--- src/hdl/etfp_pkg.sv ---
`default_nettype none
// ----------------------------------------------------------------------------
// etfp_pkg
// Shared types, constants and helpers for the escape-time fractal pixel core.
// ----------------------------------------------------------------------------
package etfp_pkg;

    // Fixed-point format and count width
    localparam int unsigned FRAC_BITS   = 28;
    localparam int unsigned ITER_BITS   = 16;
    localparam int unsigned MAX_COLUMNS = 4096;
    localparam int unsigned MAX_ROWS    = 4096;

    localparam logic [15:0] COL_LAST    = 16'(MAX_COLUMNS - 1);
    localparam logic [15:0] ROW_LAST    = 16'(MAX_ROWS - 1);
    localparam logic [15:0] COUNT_MASK  = 16'((64'd1 << ITER_BITS) - 64'd1);
    // |z|^2 threshold of 4.0
    localparam logic [64:0] ESCAPE_LIMIT = 65'd4 << FRAC_BITS;

    // Configuration register indexes
    localparam logic [2:0] CFG_START_RE   = 3'd0;
    localparam logic [2:0] CFG_START_IM   = 3'd1;
    localparam logic [2:0] CFG_PIXEL_STEP = 3'd2;
    localparam logic [2:0] CFG_SEED_RE    = 3'd3;
    localparam logic [2:0] CFG_SEED_IM    = 3'd4;
    localparam logic [2:0] CFG_MAX_ITER   = 3'd5;

    typedef struct packed {
        logic signed [31:0] start_re;
        logic signed [31:0] start_im;
        logic        [30:0] pixel_step;
        logic signed [31:0] seed_re;
        logic signed [31:0] seed_im;
        logic        [15:0] max_iterations;
    } etfp_cfg_t;

    typedef enum logic [2:0] {
        ST_IDLE,
        ST_CMUL,
        ST_CADD,
        ST_SQ,
        ST_ITER,
        ST_OUT
    } etfp_state_t;

    // Controller to datapath
    typedef struct packed {
        logic take;       // latch pixel indices
        logic mul_coord;  // multipliers 0 and 1 take pixel offsets instead of z
        logic prod_en;    // capture products
        logic load_c;     // form c, load seed into z, clear count
        logic step;       // commit new z, advance count
        logic emit;       // load output register
    } etfp_cmd_t;

    // Datapath to controller
    typedef struct packed {
        logic escaped;    // current z escaped after at least one update
        logic at_limit;   // count has reached the iteration limit
    } etfp_sts_t;

    function automatic logic signed [31:0] sat32(input logic signed [65:0] v);
        logic signed [65:0] hi;
        logic signed [65:0] lo;
        logic signed [31:0] r;
        hi = 66'sd2147483647;
        lo = -66'sd2147483648;
        if (v > hi) begin
            r = 32'sh7FFF_FFFF;
        end else if (v < lo) begin
            r = 32'sh8000_0000;
        end else begin
            r = v[31:0];
        end
        return r;
    endfunction

endpackage
`default_nettype wire

--- src/hdl/etfp_cfg.sv ---
`default_nettype none
// ----------------------------------------------------------------------------
// etfp_cfg
// Configuration register file: view origin, pixel step, seed and limit.
// ----------------------------------------------------------------------------
module etfp_cfg (
    input  wire logic                 aclk,
    input  wire logic                 aresetn,
    input  wire logic                 cfg_valid,
    output logic                      cfg_ready,
    input  wire logic [2:0]           cfg_index,
    input  wire logic [31:0]          cfg_data,
    output etfp_pkg::etfp_cfg_t       cfg
);

    etfp_pkg::etfp_cfg_t cfg_reg;
    etfp_pkg::etfp_cfg_t cfg_next;

    assign cfg_ready = 1'b1;
    assign cfg       = cfg_reg;

    always_comb begin
        cfg_next = cfg_reg;
        if (cfg_valid) begin
            case (cfg_index)
                etfp_pkg::CFG_START_RE:   cfg_next.start_re       = cfg_data;
                etfp_pkg::CFG_START_IM:   cfg_next.start_im       = cfg_data;
                etfp_pkg::CFG_PIXEL_STEP: cfg_next.pixel_step     = cfg_data[30:0];
                etfp_pkg::CFG_SEED_RE:    cfg_next.seed_re        = cfg_data;
                etfp_pkg::CFG_SEED_IM:    cfg_next.seed_im        = cfg_data;
                etfp_pkg::CFG_MAX_ITER:   cfg_next.max_iterations = cfg_data[15:0];
                default: ; // drop writes to unknown indexes
            endcase
        end
    end

    always_ff @(posedge aclk) begin
        if (!aresetn) begin
            cfg_reg.start_re       <= -32'sd536870912;
            cfg_reg.start_im       <= 32'sd536870912;
            cfg_reg.pixel_step     <= 31'd1049601;
            cfg_reg.seed_re        <= '0;
            cfg_reg.seed_im        <= '0;
            cfg_reg.max_iterations <= 16'd255;
        end else begin
            cfg_reg <= cfg_next;
        end
    end

endmodule
`default_nettype wire

--- config.mk ---
export PLATFORM = sky130hd
export DESIGN_NAME = etfp_cfg
export DESIGN_NICKNAME = d
export VERILOG_FILES = /design/src/hdl/etfp_pkg.sv /design/src/hdl/etfp_cfg.sv
export SDC_FILE = /design/constraint.sdc
export NUM_CORES = 1
export LEC_CHECK = 0
export ABC_AREA = 0
export BUFFER_PORTS_ARGS = -buffer_cell sky130_fd_sc_hd__clkbuf_2
export CAP_MARGIN = 20
export CORE_MARGIN = 4
export CORE_UTILIZATION = 41
export CTS_CLUSTER_SIZE = 25
export DETAILED_ROUTE_END_ITERATION = 7
export PLACE_DENSITY = 0.69
export SETUP_SLACK_MARGIN = 0.05
export SYNTH_ARGS = -nofsm -noshare
export SYNTH_HDL_FRONTEND = slang
export SYNTH_SLANG_ARGS = --single-unit
--- constraint.sdc ---
create_clock -name aclk -period 1.55 [get_ports aclk]
set_input_delay 0.155 -clock aclk [delete_from_list [all_inputs] [get_ports aclk]]
set_output_delay 0.155 -clock aclk [all_outputs]
set_load 0.1 [all_outputs]
## Word level (Yosys, flattened, before mapping)

Index checks and enable logic that the tools add are counted.

| storage, ports and cells | value |
|---|---|
| register bits | 175 |
| latch bits | 0 |
| bits in writable memories | 0 |
| bits in read-only memories | 0 |
| output and inout port bits | 176 |
| memories kept | 0 |

| operators by class | value |
|---|---|
| add/subtract/negate cells | 0 |
| $mul | 0 |
| div/mod/pow operators | 0 |
| $lt $le $gt $ge | 0 |
| equality and inequality tests | 5 |
| shifts and indexed selects | 0 |
| multiplexer cells | 0 |
| bitwise operators | 0 |
| reduce and logical (&&, ||, !) cells | 7 |

Operators by type and width:

| kind | number |
|---|---|
| AND reduction 2 bit | 6 |
| == test 3 x 2 -> 1 bit (second input constant) | 2 |
| == test 3 bit (second input constant) | 2 |
| == test 3 x 1 -> 1 bit (second input constant) | 1 |
| logical NOT 3 bit | 1 |

## Longest topological paths before layout

| logic depth | value |
|---|---|
| depth in word-level cells | 2 |
| depth in mapped cells | 5 |
| mapped depth without buffers | 2 |

## Least setup slack after synthesis

OpenSTA, ideal clock, no wires.

| timing | value |
|---|---|
| path kind | input to register |
| start | in cfg_index[1] |
| end | reg cfg_reg (netlist bit cfg[172]) |
| library setup time | 123 ps |
| arrival | 1,112 ps |
| data required time | 1,427 ps |
| path slack | 316 ps |
| cell stages on the path | 4 |
| buffers on the path | 2 |
| cell sequence | buf_2 -> or4b_4 -> buf_6 -> mux2i_1 |

| on the way | value |
|---|---|
| longest elaborated chain between the ends | 2 |

RTL lines:

| item | line | RTL |
|---|---|---|
| start: declaration | etfp_cfg.sv:11 | `input wire logic [2:0] cfg_index,` |
| logical NOT 3 bit | etfp_cfg.sv:25 | `case (cfg_index)` |
| AND reduction 2 bit (no line) | - |  |
| end signal: assignment | etfp_cfg.sv:46 | `cfg_reg <= cfg_next;` |
| end: declaration | etfp_cfg.sv:16 | `etfp_pkg::etfp_cfg_t cfg_reg;` |

Every way passes these cells.
A chain may end at the register's enable or synchronous reset.

## Final worst setup path

| timing | value |
|---|---|
| start | reg cfg_reg (netlist bit cfg[117]) |
| end | out cfg[117] in the netlist's numbering |

RTL lines:

| item | line | RTL |
|---|---|---|
| end: declaration | etfp_cfg.sv:13 | `output etfp_pkg::etfp_cfg_t cfg` |

No word-level cell between the ends.

==> run_results.csv <==
group,metric,value,unit
cells_and_area,final_nets,881,
timing,setup_tns,0,ps
timing,rsz0062_at_grt,"false",
power,pwr-share-clk,42.4,%
critical_path,rr_worst_depth,2,
clocking,cts_tree,"built",
cells_and_area,largest_reg_flops,175,
placed_design,io_buffers,212,
critical_path,endpoint,"cfg[117]",
power,combPwrFrac,13.1,%
drt,vias_per_cell,4.74,
clocking,h-tree-depth,4,
critical_path,cpMaxStageDelayCell,"clkbuf_2",
status,status,"finished clean",
timing,setup_viol,0,
min_path,min_path_type,"input pin to register",
logic_synthesis,ys_seq_area_share,54.0,%
global_route,grt_usage,18.8,%
critical_path,crit_chain,"clkbuf_2",
logic_synthesis,syn_inst,627,
clocking,clock_sinks,175,
power,ir_drop,0.00106,V
drt,dr_wl_met2,7.90,mm
power,swShare,28.2,%
power,power_frac_seq,44.5,%
clocking,clk_root_buffer_cell,"clkbuf_16",
critical_path,path_depth,1,
min_path,worstHoldStart,"cfg_data[6]",
flow_run,drv_cap,0,
global_route,grt_pass1_vias,4954,
power,pwr_density_cell,1210,nW/um^2
power,power.total,10.4,mW
global_route,grt_pass1_wl,26.8,mm
critical_path,path_delay_family,"buffers and inverters",
cells_and_area,utilization,56.0,%
die,io_pins,214,
drt,avgRoutedWirePerCell,16.0,um
cells_and_area,drive_above_1_share,32.4,%
critical_path,crit_path_start_kind,"register",
global_route,grt-ovfl-total,0,
clocking,numCtsBuffers,17,
logic_synthesis,avgSynthCellArea,10.3,sq um
critical_path,crit_fanout,2,
clocking,cts_setup_buffers,0,
drt,ant_nets,0,
drt,drt-initial-drc-count,196,
cells_and_area,syn_to_final_growth,32.8,%
drt,wl_met3,1.41,mm
timing,whs,14.4,ps
critical_path,crit_arrival,1280,ps
placed_design,place_hpwl,12.3,mm
power,switchingPower,2.94,mW
critical_path,required,1390,ps
timing,finalHoldViolations,0,
critical_path,rr_endpoint,"cfg[117]",
logic_synthesis,syn_area,6480,sq um
timing,fin_crit_sh,92.7,%
drt,num_vias,5058,
critical_path,worst-r2r-setup-slack,920,ps
logic_synthesis,synth_warnings,0,
die,die_y,134,um
logic_synthesis,synth_fp_nets,665,
clocking,insertion_delay,420,ps
logic_synthesis,ys_seq_elements,175,
timing,period_minus_slack,1440,ps
timing,worst_pin_slew,581,ps
critical_path,crit_type,"register to primary output",
drt,drt_pass1_iterations,4,
die,coreArea,15400,sq um
critical_path,path_buf_inv,1,
timing,slew_viol_final,0,
drt,m1WireLength,7.29,mm
timing,max_freq,0.696,GHz
critical_path,crit_path_start,"cfg[117]",
logic_synthesis,ys_types,15,
drt,drt-total-wl,17.0,mm
die,start_util,42.2,%
power,p_int,7.50,mW
cells_and_area,layout_common_cells,"clkbuf_2, nand2_1, mux2i_1, dfxtp_1, nor2b_1",
timing,slew_headroom,61.4,%
clocking,clk_path_buf_depth,2,
die,num_rows,45,
cells_and_area,layout_commonest_cell,"clkbuf_2",
power,p_leak,4.34,nW
drt,top_layer,"met4",
drt,drc_errors,0,
critical_path,r2r-start,"cfg[117]",
die,die_w,134,um
critical_path,max_stage_delay,480,ps
clocking,clkTransAtPathRegs,60,ps
cells_and_area,fillerInstances,1363,
global_route,antenna_found_initial,0,
cells_and_area,diodes,0,
die,die-area,17900,sq um
critical_path,critPathCaptureType,"primary output",
timing,skew,0,ps
placed_design,gp_congestion,0.771,
global_route,grt_start_max_net_pins,44,
-- tightest hold or removal path: stages --
cell	delay (ps)
clkbuf_2	90
nor2b_1	40
mux2i_1	110
-- per-stage QoR --
step	setup WS [ps]	std cells	area [sq um]
after floorplan	316	627	6480
after global placement	212	1032	7960
after detailed placement	177	1032	7960
after CTS	93.7	1067	8610
after global routing	73.8	1067	8610
final	113	1067	8610
-- what timing repair did --
item                                   in CTS  in global routing
hold buffers                                3                  0
resized for setup                           0                  0
endpoints found under the hold margin       3                  0
-- power groups by stage --
stage / logic (mW) / clock network [mW] / registers [mW]
finish: 1.37 / 4.42 / 4.65
global route: 1.43 / 4.67 / 4.66
CTS: 1.38 / 4.52 / 4.65
detailed placement: 1.37 / 0 / 4.75
global placement: 1.36 / 0 / 4.75
floorplan: 0.337 / 0 / 5.46
-- routing by layer --
| metal | global-route usage (%) | vias to the layer above |
|---|---|---|
| li1 | - | 2503 |
| met1 | 23.1 | 2360 |
| met2 | 30.0 | 168 |
| met3 | 7.29 | 27 |
| met4 | 7.14 | 0 |
| met5 | 0 | - |
-- logic make-up after synthesis --
logic type	count (synthesis)	share of synthesized area (%)
simple gates	229	15.3
mux	175	27.0
flops	175	54.0
buf+inv	47	3.55
other cells	1	0.0578
-- synth_stat cells, drive strengths merged --
cell / count / area share, %
dfxtp: 175 / 54
nand2: 192 / 11
nor4bb: 2 / 0.31
buf: 22 / 2.1
conb: 1 / 0.058
and4b: 1 / 0.15
nand4bb: 2 / 0.35
nand4b: 2 / 0.27
clkbuf: 25 / 1.4
nor4b: 1 / 0.23
nor2b: 28 / 2.7
or4b: 1 / 0.21
mux2i: 175 / 27
-- worst min path at each step --
stage | end | slack [ps] | depth (start not counted)
2_1_floorplan | cfg[173] | 320 | 2
3_3_place_gp | cfg[7] | 430 | 3
3_5_place_dp | cfg[1] | 450 | 3
4_1_cts | cfg[6] | 1 | 3
5_1_grt | cfg[6] | 20 | 3
6_report | cfg[6] | 10 | 3
-- area by class of cell --
type | instances | area [sq um] | area share [%]
clock inverter | 9 | 121 | 1.41
sequential | 175 | 3500 | 40.7
timing repair buffer | 244 | 1430 | 16.6
clock buffer | 23 | 498 | 5.78
multi-input combinational | 405 | 2800 | 32.5
tap | 211 | 264 | 3.07
Note: power is estimated with default switching activity, not from simulation.
