$ cat config.mk
export PLATFORM = sky130hd
export DESIGN_NAME = etfp_ctrl
export DESIGN_NICKNAME = d
export VERILOG_FILES = /design/src/hdl/etfp_pkg.sv /design/src/hdl/etfp_ctrl.sv
export SDC_FILE = /design/constraint.sdc
export NUM_CORES = 1
export LEC_CHECK = 0
export BUFFER_PORTS_ARGS = -buffer_cell sky130_fd_sc_hd__buf_2
export CAP_MARGIN = 40
export CELL_PAD_IN_SITES_DETAIL_PLACEMENT = 0
export CELL_PAD_IN_SITES_GLOBAL_PLACEMENT = 1
export CORE_AREA = 8 8 45 47
export CTS_BUF_LIST = sky130_fd_sc_hd__clkbuf_4
export CTS_CLUSTER_SIZE = 16
export DETAILED_ROUTE_END_ITERATION = 6
export DIE_AREA = 0 0 53 55
export PLACE_DENSITY_LB_ADDON = 0.3
export SLEW_MARGIN = 20
export SYNTH_ARGS = -nofsm -noshare
export SYNTH_HDL_FRONTEND = slang
export SYNTH_SLANG_ARGS = --single-unit
$ cat constraint.sdc
create_clock -name aclk -period 3.85 [get_ports aclk]
set_clock_uncertainty 0.05 [all_clocks]
set_input_delay 0.385 -clock aclk [delete_from_list [all_inputs] [get_ports aclk]]
set_output_delay 0.385 -clock aclk [all_outputs]
set_load 0.02 [all_outputs]
$ cat src/hdl/etfp_pkg.sv
`default_nettype none
// ----------------------------------------------------------------------------
// etfp_pkg
// Shared types, constants and helpers for the escape-time fractal pixel core.
// ----------------------------------------------------------------------------
package etfp_pkg;

    // Fixed-point format and count width
    localparam int unsigned FRAC_BITS   = 28;
    localparam int unsigned ITER_BITS   = 16;
    localparam int unsigned MAX_COLUMNS = 4096;
    localparam int unsigned MAX_ROWS    = 4096;

    localparam logic [15:0] COL_LAST    = 16'(MAX_COLUMNS - 1);
    localparam logic [15:0] ROW_LAST    = 16'(MAX_ROWS - 1);
    localparam logic [15:0] COUNT_MASK  = 16'((64'd1 << ITER_BITS) - 64'd1);
    // |z|^2 threshold of 4.0
    localparam logic [64:0] ESCAPE_LIMIT = 65'd4 << FRAC_BITS;

    // Configuration register indexes
    localparam logic [2:0] CFG_START_RE   = 3'd0;
    localparam logic [2:0] CFG_START_IM   = 3'd1;
    localparam logic [2:0] CFG_PIXEL_STEP = 3'd2;
    localparam logic [2:0] CFG_SEED_RE    = 3'd3;
    localparam logic [2:0] CFG_SEED_IM    = 3'd4;
    localparam logic [2:0] CFG_MAX_ITER   = 3'd5;

    typedef struct packed {
        logic signed [31:0] start_re;
        logic signed [31:0] start_im;
        logic        [30:0] pixel_step;
        logic signed [31:0] seed_re;
        logic signed [31:0] seed_im;
        logic        [15:0] max_iterations;
    } etfp_cfg_t;

    typedef enum logic [2:0] {
        ST_IDLE,
        ST_CMUL,
        ST_CADD,
        ST_SQ,
        ST_ITER,
        ST_OUT
    } etfp_state_t;

    // Controller to datapath
    typedef struct packed {
        logic take;       // latch pixel indices
        logic mul_coord;  // multipliers 0 and 1 take pixel offsets instead of z
        logic prod_en;    // capture products
        logic load_c;     // form c, load seed into z, clear count
        logic step;       // commit new z, advance count
        logic emit;       // load output register
    } etfp_cmd_t;

    // Datapath to controller
    typedef struct packed {
        logic escaped;    // current z escaped after at least one update
        logic at_limit;   // count has reached the iteration limit
    } etfp_sts_t;

    function automatic logic signed [31:0] sat32(input logic signed [65:0] v);
        logic signed [65:0] hi;
        logic signed [65:0] lo;
        logic signed [31:0] r;
        hi = 66'sd2147483647;
        lo = -66'sd2147483648;
        if (v > hi) begin
            r = 32'sh7FFF_FFFF;
        end else if (v < lo) begin
            r = 32'sh8000_0000;
        end else begin
            r = v[31:0];
        end
        return r;
    endfunction

endpackage
`default_nettype wire

$ cat src/hdl/etfp_ctrl.sv
`default_nettype none
// ----------------------------------------------------------------------------
// etfp_ctrl
// Sequencer: point set-up, square/update iteration loop and result hand-off.
// ----------------------------------------------------------------------------
module etfp_ctrl (
    input  wire logic                 aclk,
    input  wire logic                 aresetn,
    input  wire logic                 s_valid,
    output logic                      s_ready,
    output logic                      m_valid,
    input  wire logic                 m_ready,
    input  wire etfp_pkg::etfp_sts_t  sts,
    output etfp_pkg::etfp_cmd_t       cmd
);

    etfp_pkg::etfp_state_t state_reg, state_next;
    logic                  m_valid_reg, m_valid_next;
    logic                  done;

    assign done = sts.escaped || sts.at_limit;

    always_ff @(posedge aclk) begin
        if (!aresetn) begin
            state_reg   <= etfp_pkg::ST_IDLE;
            m_valid_reg <= 1'b0;
        end else begin
            state_reg   <= state_next;
            m_valid_reg <= m_valid_next;
        end
    end

    always_comb begin
        state_next = state_reg;
        cmd        = '0;
        s_ready    = 1'b0;
        case (state_reg)
            etfp_pkg::ST_IDLE: begin
                s_ready = 1'b1;
                if (s_valid) begin
                    cmd.take   = 1'b1;
                    state_next = etfp_pkg::ST_CMUL;
                end
            end
            etfp_pkg::ST_CMUL: begin
                cmd.mul_coord = 1'b1;
                cmd.prod_en   = 1'b1;
                state_next    = etfp_pkg::ST_CADD;
            end
            etfp_pkg::ST_CADD: begin
                cmd.load_c = 1'b1;
                state_next = etfp_pkg::ST_SQ;
            end
            etfp_pkg::ST_SQ: begin
                cmd.prod_en = 1'b1;
                state_next  = etfp_pkg::ST_ITER;
            end
            etfp_pkg::ST_ITER: begin
                if (done) begin
                    state_next = etfp_pkg::ST_OUT;
                end else begin
                    cmd.step   = 1'b1;
                    state_next = etfp_pkg::ST_SQ;
                end
            end
            etfp_pkg::ST_OUT: begin
                // hold the result until the output register is free
                if (!m_valid_reg || m_ready) begin
                    cmd.emit   = 1'b1;
                    state_next = etfp_pkg::ST_IDLE;
                end
            end
            default: state_next = etfp_pkg::ST_IDLE;
        endcase
    end

    always_comb begin
        m_valid_next = m_valid_reg;
        if (cmd.emit) begin
            m_valid_next = 1'b1;
        end else if (m_ready) begin
            m_valid_next = 1'b0;
        end
    end

    assign m_valid = m_valid_reg;

    a_emit_free: assert property (@(posedge aclk) disable iff (!aresetn)
        cmd.emit |-> (!m_valid_reg || m_ready))
        else $error("result loaded over an untaken item");

    a_accept_starts: assert property (@(posedge aclk) disable iff (!aresetn)
        (s_valid && s_ready) |=> (state_reg == etfp_pkg::ST_CMUL))
        else $error("accepted item did not start point set-up");

    a_step_in_range: assert property (@(posedge aclk) disable iff (!aresetn)
        cmd.step |-> (!sts.at_limit && !sts.escaped))
        else $error("iteration advanced past limit or escape");

    a_valid_source: assert property (@(posedge aclk) disable iff (!aresetn)
        $rose(m_valid_reg) |-> $past(cmd.emit))
        else $error("result valid without a load");

endmodule
`default_nettype wire
* After elaboration in Yosys (flattened, before gate mapping)
Index checks and enable logic that the tools add are counted.
** Operators by class
- Add/sub/neg operators :: 0
- $mul :: 0
- Divide/modulo/power cells :: 0
- $lt $le $gt $ge :: 0
- Equality and inequality tests :: 7
- Shift operators :: 0
- Muxes and demuxes :: 16
- Bitwise operators :: 0
- Reduce and logical (&&, ||, !) cells :: 7
** Operator list (count)
- $pmux W3 S6 :: 1
- $mux W1 :: 12
- $mux W3 :: 3
- $eq A3 B2 Y1 const B :: 2
- $eq A3 B3 Y1 const B :: 2
- $ne A2 B2 Y1 const B :: 2
- $eq A3 B1 Y1 const B :: 1
- $logic_not A3 Y1 :: 1
- $logic_or A1 B1 Y1 :: 2
- $reduce_and A2 Y1 :: 1
- $reduce_bool A2 Y1 :: 1
- $reduce_or A2 Y1 :: 1
- $logic_not A1 Y1 :: 1
** Storage, ports and cells
- Flip-flop bits (word level) :: 4
- Latch bits :: 0
- Memory bits (writable) :: 0
- ROM bits :: 0
- Bits of input ports :: 6
- Output and inout bits :: 8
- Word-level logic and storage cells :: 32
- Memories kept :: 0

* Longest topological paths before layout
- Depth after elaboration :: 5
- Mapped depth :: 4
- Gate-level depth less buffers :: 3

* Least setup slack after synthesis
OpenSTA, ideal clock, no wires.
- Kind :: register to output
- From :: reg state_reg[0]
- To :: out cmd[5] in the netlist's numbering
- Arrival time :: 1302 ps
- Required time :: 3415 ps
- Slack :: 2113 ps
- Cell stages (with the launch flop) :: 4
- Path buffers :: 1
- Cells stage by stage :: dfxtp_1 buf_2 nor3_1 and2_1
** RTL lines
- start: declaration :: line etfp_ctrl.sv:17 : etfp_pkg::etfp_state_t state_reg, state_next;
- start signal: assignment :: line etfp_ctrl.sv:25 : state_reg <= etfp_pkg::ST_IDLE;
- start signal: assignment :: line etfp_ctrl.sv:28 : state_reg <= state_next;
- end: declaration :: line etfp_ctrl.sv:14 : output etfp_pkg::etfp_cmd_t cmd

==> results.tsv <==
metric	value	unit
final RePlAce weighted congestion	0.6651	
Netlist cell types	20	
CP Class	register to output pin	
initial antenna violation count	0	
# fillers	166	
Slew headroom	0.8004	
hold buffers post-CTS	0	
main flop type after synthesis	dfxtp_1	
root buffer cell	clkbuf_4	
Die Span X	53	um
Seq. cell area	80.08	sq um
crit path launch type	register	
Syn Nets	38	
DRT iter0 DRCs	0	
area delta synth->final	35.18	%
io pins	14	
Worst Path Required	3.41	ns
Ys Warns	0	
final net count	53	
via count	268	
first-pass iteration count of the detailed router	1	
Post-DP Area	314.1	sq um
setup bufs post-CTS	0	
grt ovf	0	
share of cells above drive strength 1	0.3556	
Yosys reg bits	4	
H-Tree Depth	1	
RSZ-0062 raised after global routing	false	
first-pass GRT wire length	972	um
fin area	336.6	sq um
Sink Count	4	
Cells after Synth	32	
initial core utilization	0.1799	
VDD IR max	0.1822	mV
Via-to-Cell Ratio	4.393	
Core ar.	1384	sq um
asr flop ratio synth	0	
clock tree buffer depth	2	
# rows	14	
Fin. Hold Viols	0	
TritonCTS clock tree	done	
Largest register FFs	3	
Clock Latency Late Sink	0.24	ns
global-route usage over all layers	0.04752	
drt drc	0	
minimum clock period	1.914	ns
critical path arrival	1.48	ns
Pins Over Slew Limit	0	
final setup violation count	0	
crit end category	output pin	
Die Area	2915	sq um
vias in the first global route	254	
Antenna Diode Count	0	
Reg clk slew, reported paths	0.04	ns
die height	55	um
area of the multi-input gates	148.9	sq um
register area share after synthesis	0.3216	
LEAKAGE	0.0001670	uW
port bufs	13	
Tcrit/Tclk final	0.4970	
crit path launch	state_reg[2]$_SDFFE_PN0P_	
Worst Hold Launch	aresetn	
TritonCTS buffer count	3	
PD cells	438.2	nW/um^2
Setup TNS	0	ns
Post-synth EDFFs	0	
outcome	completed	
maxcap violations	0	
CP max FO	10	
min-delay worst type	primary input to register	
largest net degree at the start of global routing	11	
worst-margin pin slew	0.2990	ns
average cell area after synthesis	7.781	sq um
Routed Wire Length	668	um
wire per inst	10.95	um
Achievable Freq	522.6	MHz
ANT nets after route	0	
Mapped Area	249.0	sq um
post-CTS resize count	0	
r2r startpoint	state_reg[2]$_SDFFE_PN0P_	
kinds of logic after synthesis:
family                 synth area share
AND/OR/NAND/NOR                  0.4272
AO/OA/AOI/OAI                    0.1709
flip-flops                       0.3216
buffers and inverters           0.08037
cell usage in the layout, fill, tap and decap left out, drive strengths merged:
cell	n
or2b	1
nor3	1
or3	1
buf	13
nand3	1
nor3b	1
and2	1
o21a	1
a21boi	1
o211a	1
dfxtp	4
nor2	5
nand2	2
clkbuf	3
or4b	1
nor2b	2
a21oi	2
nand2b	2
o211ai	1
nand3b	1
synthesized netlist by cell type (all sizes together) (2+ instances only):
master / instances / area, sq um
nor2b: 2 / 12.51
buf: 3 / 20.01
a21oi: 2 / 10.01
dfxtp: 4 / 80.08
nand2: 2 / 7.510
nor2: 5 / 18.77
nand2b: 2 / 12.51
routing by layer:
metal / track usage / routed length, um / vias to the layer above
met5: 0 / 0 / -
met4: 0.01293 / 0 / 0
met3: 0.04011 / 48 / 0
met2: 0.08008 / 351 / 7
met1: 0.04249 / 267 / 126
li1: - / - / 135
stage by stage:
step | worst slack, ns | util | hold slack [ns] | std cells | total power, uW
5_1_grt | 1.850 | 0.2432 | 0.3665 | 61 | 157.3
6_report | 1.936 | 0.2432 | 0.3615 | 61 | 147.5
3_5_place_dp | 2.135 | 0.2269 | 0.4770 | 58 | 96.02
3_3_place_gp | 2.139 | 0.2269 | 0.4840 | 58 | 95.95
2_1_floorplan | 2.113 | - | 0.4525 | 32 | 82.67
4_1_cts | 1.911 | 0.2432 | 0.3619 | 61 | 151.9
report_power, final:
group          switching, uW  leakage [uW]  total, uW  internal (uW)
combinational           22.7      0.000120       40.4           17.6
sequential              7.90     0.0000328       53.6           45.7
clock                   18.6     0.0000138       53.5           35.0
total                   49.2      0.000167        147           98.3
worst max-delay path: stages (launching register included):
cell and delay [ns]:
dfxtp_1 0.48, or4b_1 0.49, nor2_1 0.10, buf_2 0.17
area by class of cell:
cell class                      count  area share
Multi-Input combinational cell     25      0.4424
Sequential cell                     4      0.2379
Timing Repair Buffer               13      0.1933
Clock buffer                        3     0.06691
Tap cell                           16     0.05948
path summary, 6_finish.rpt:
check / slack [ns] / end / cells after the start
worst min register to register: 0.48 / m_valid$_SDFFE_PN0P_ / 2
worst min-delay path: 0.36 / state_reg[1]$_SDFFE_PN0P_ / 2
worst max-delay path: 1.94 / cmd[1] / 3
worst max register to register: 2.51 / state_reg[1]$_SDFFE_PN0P_ / 3
No activity file was read; power rests on OpenSTA's default activity.
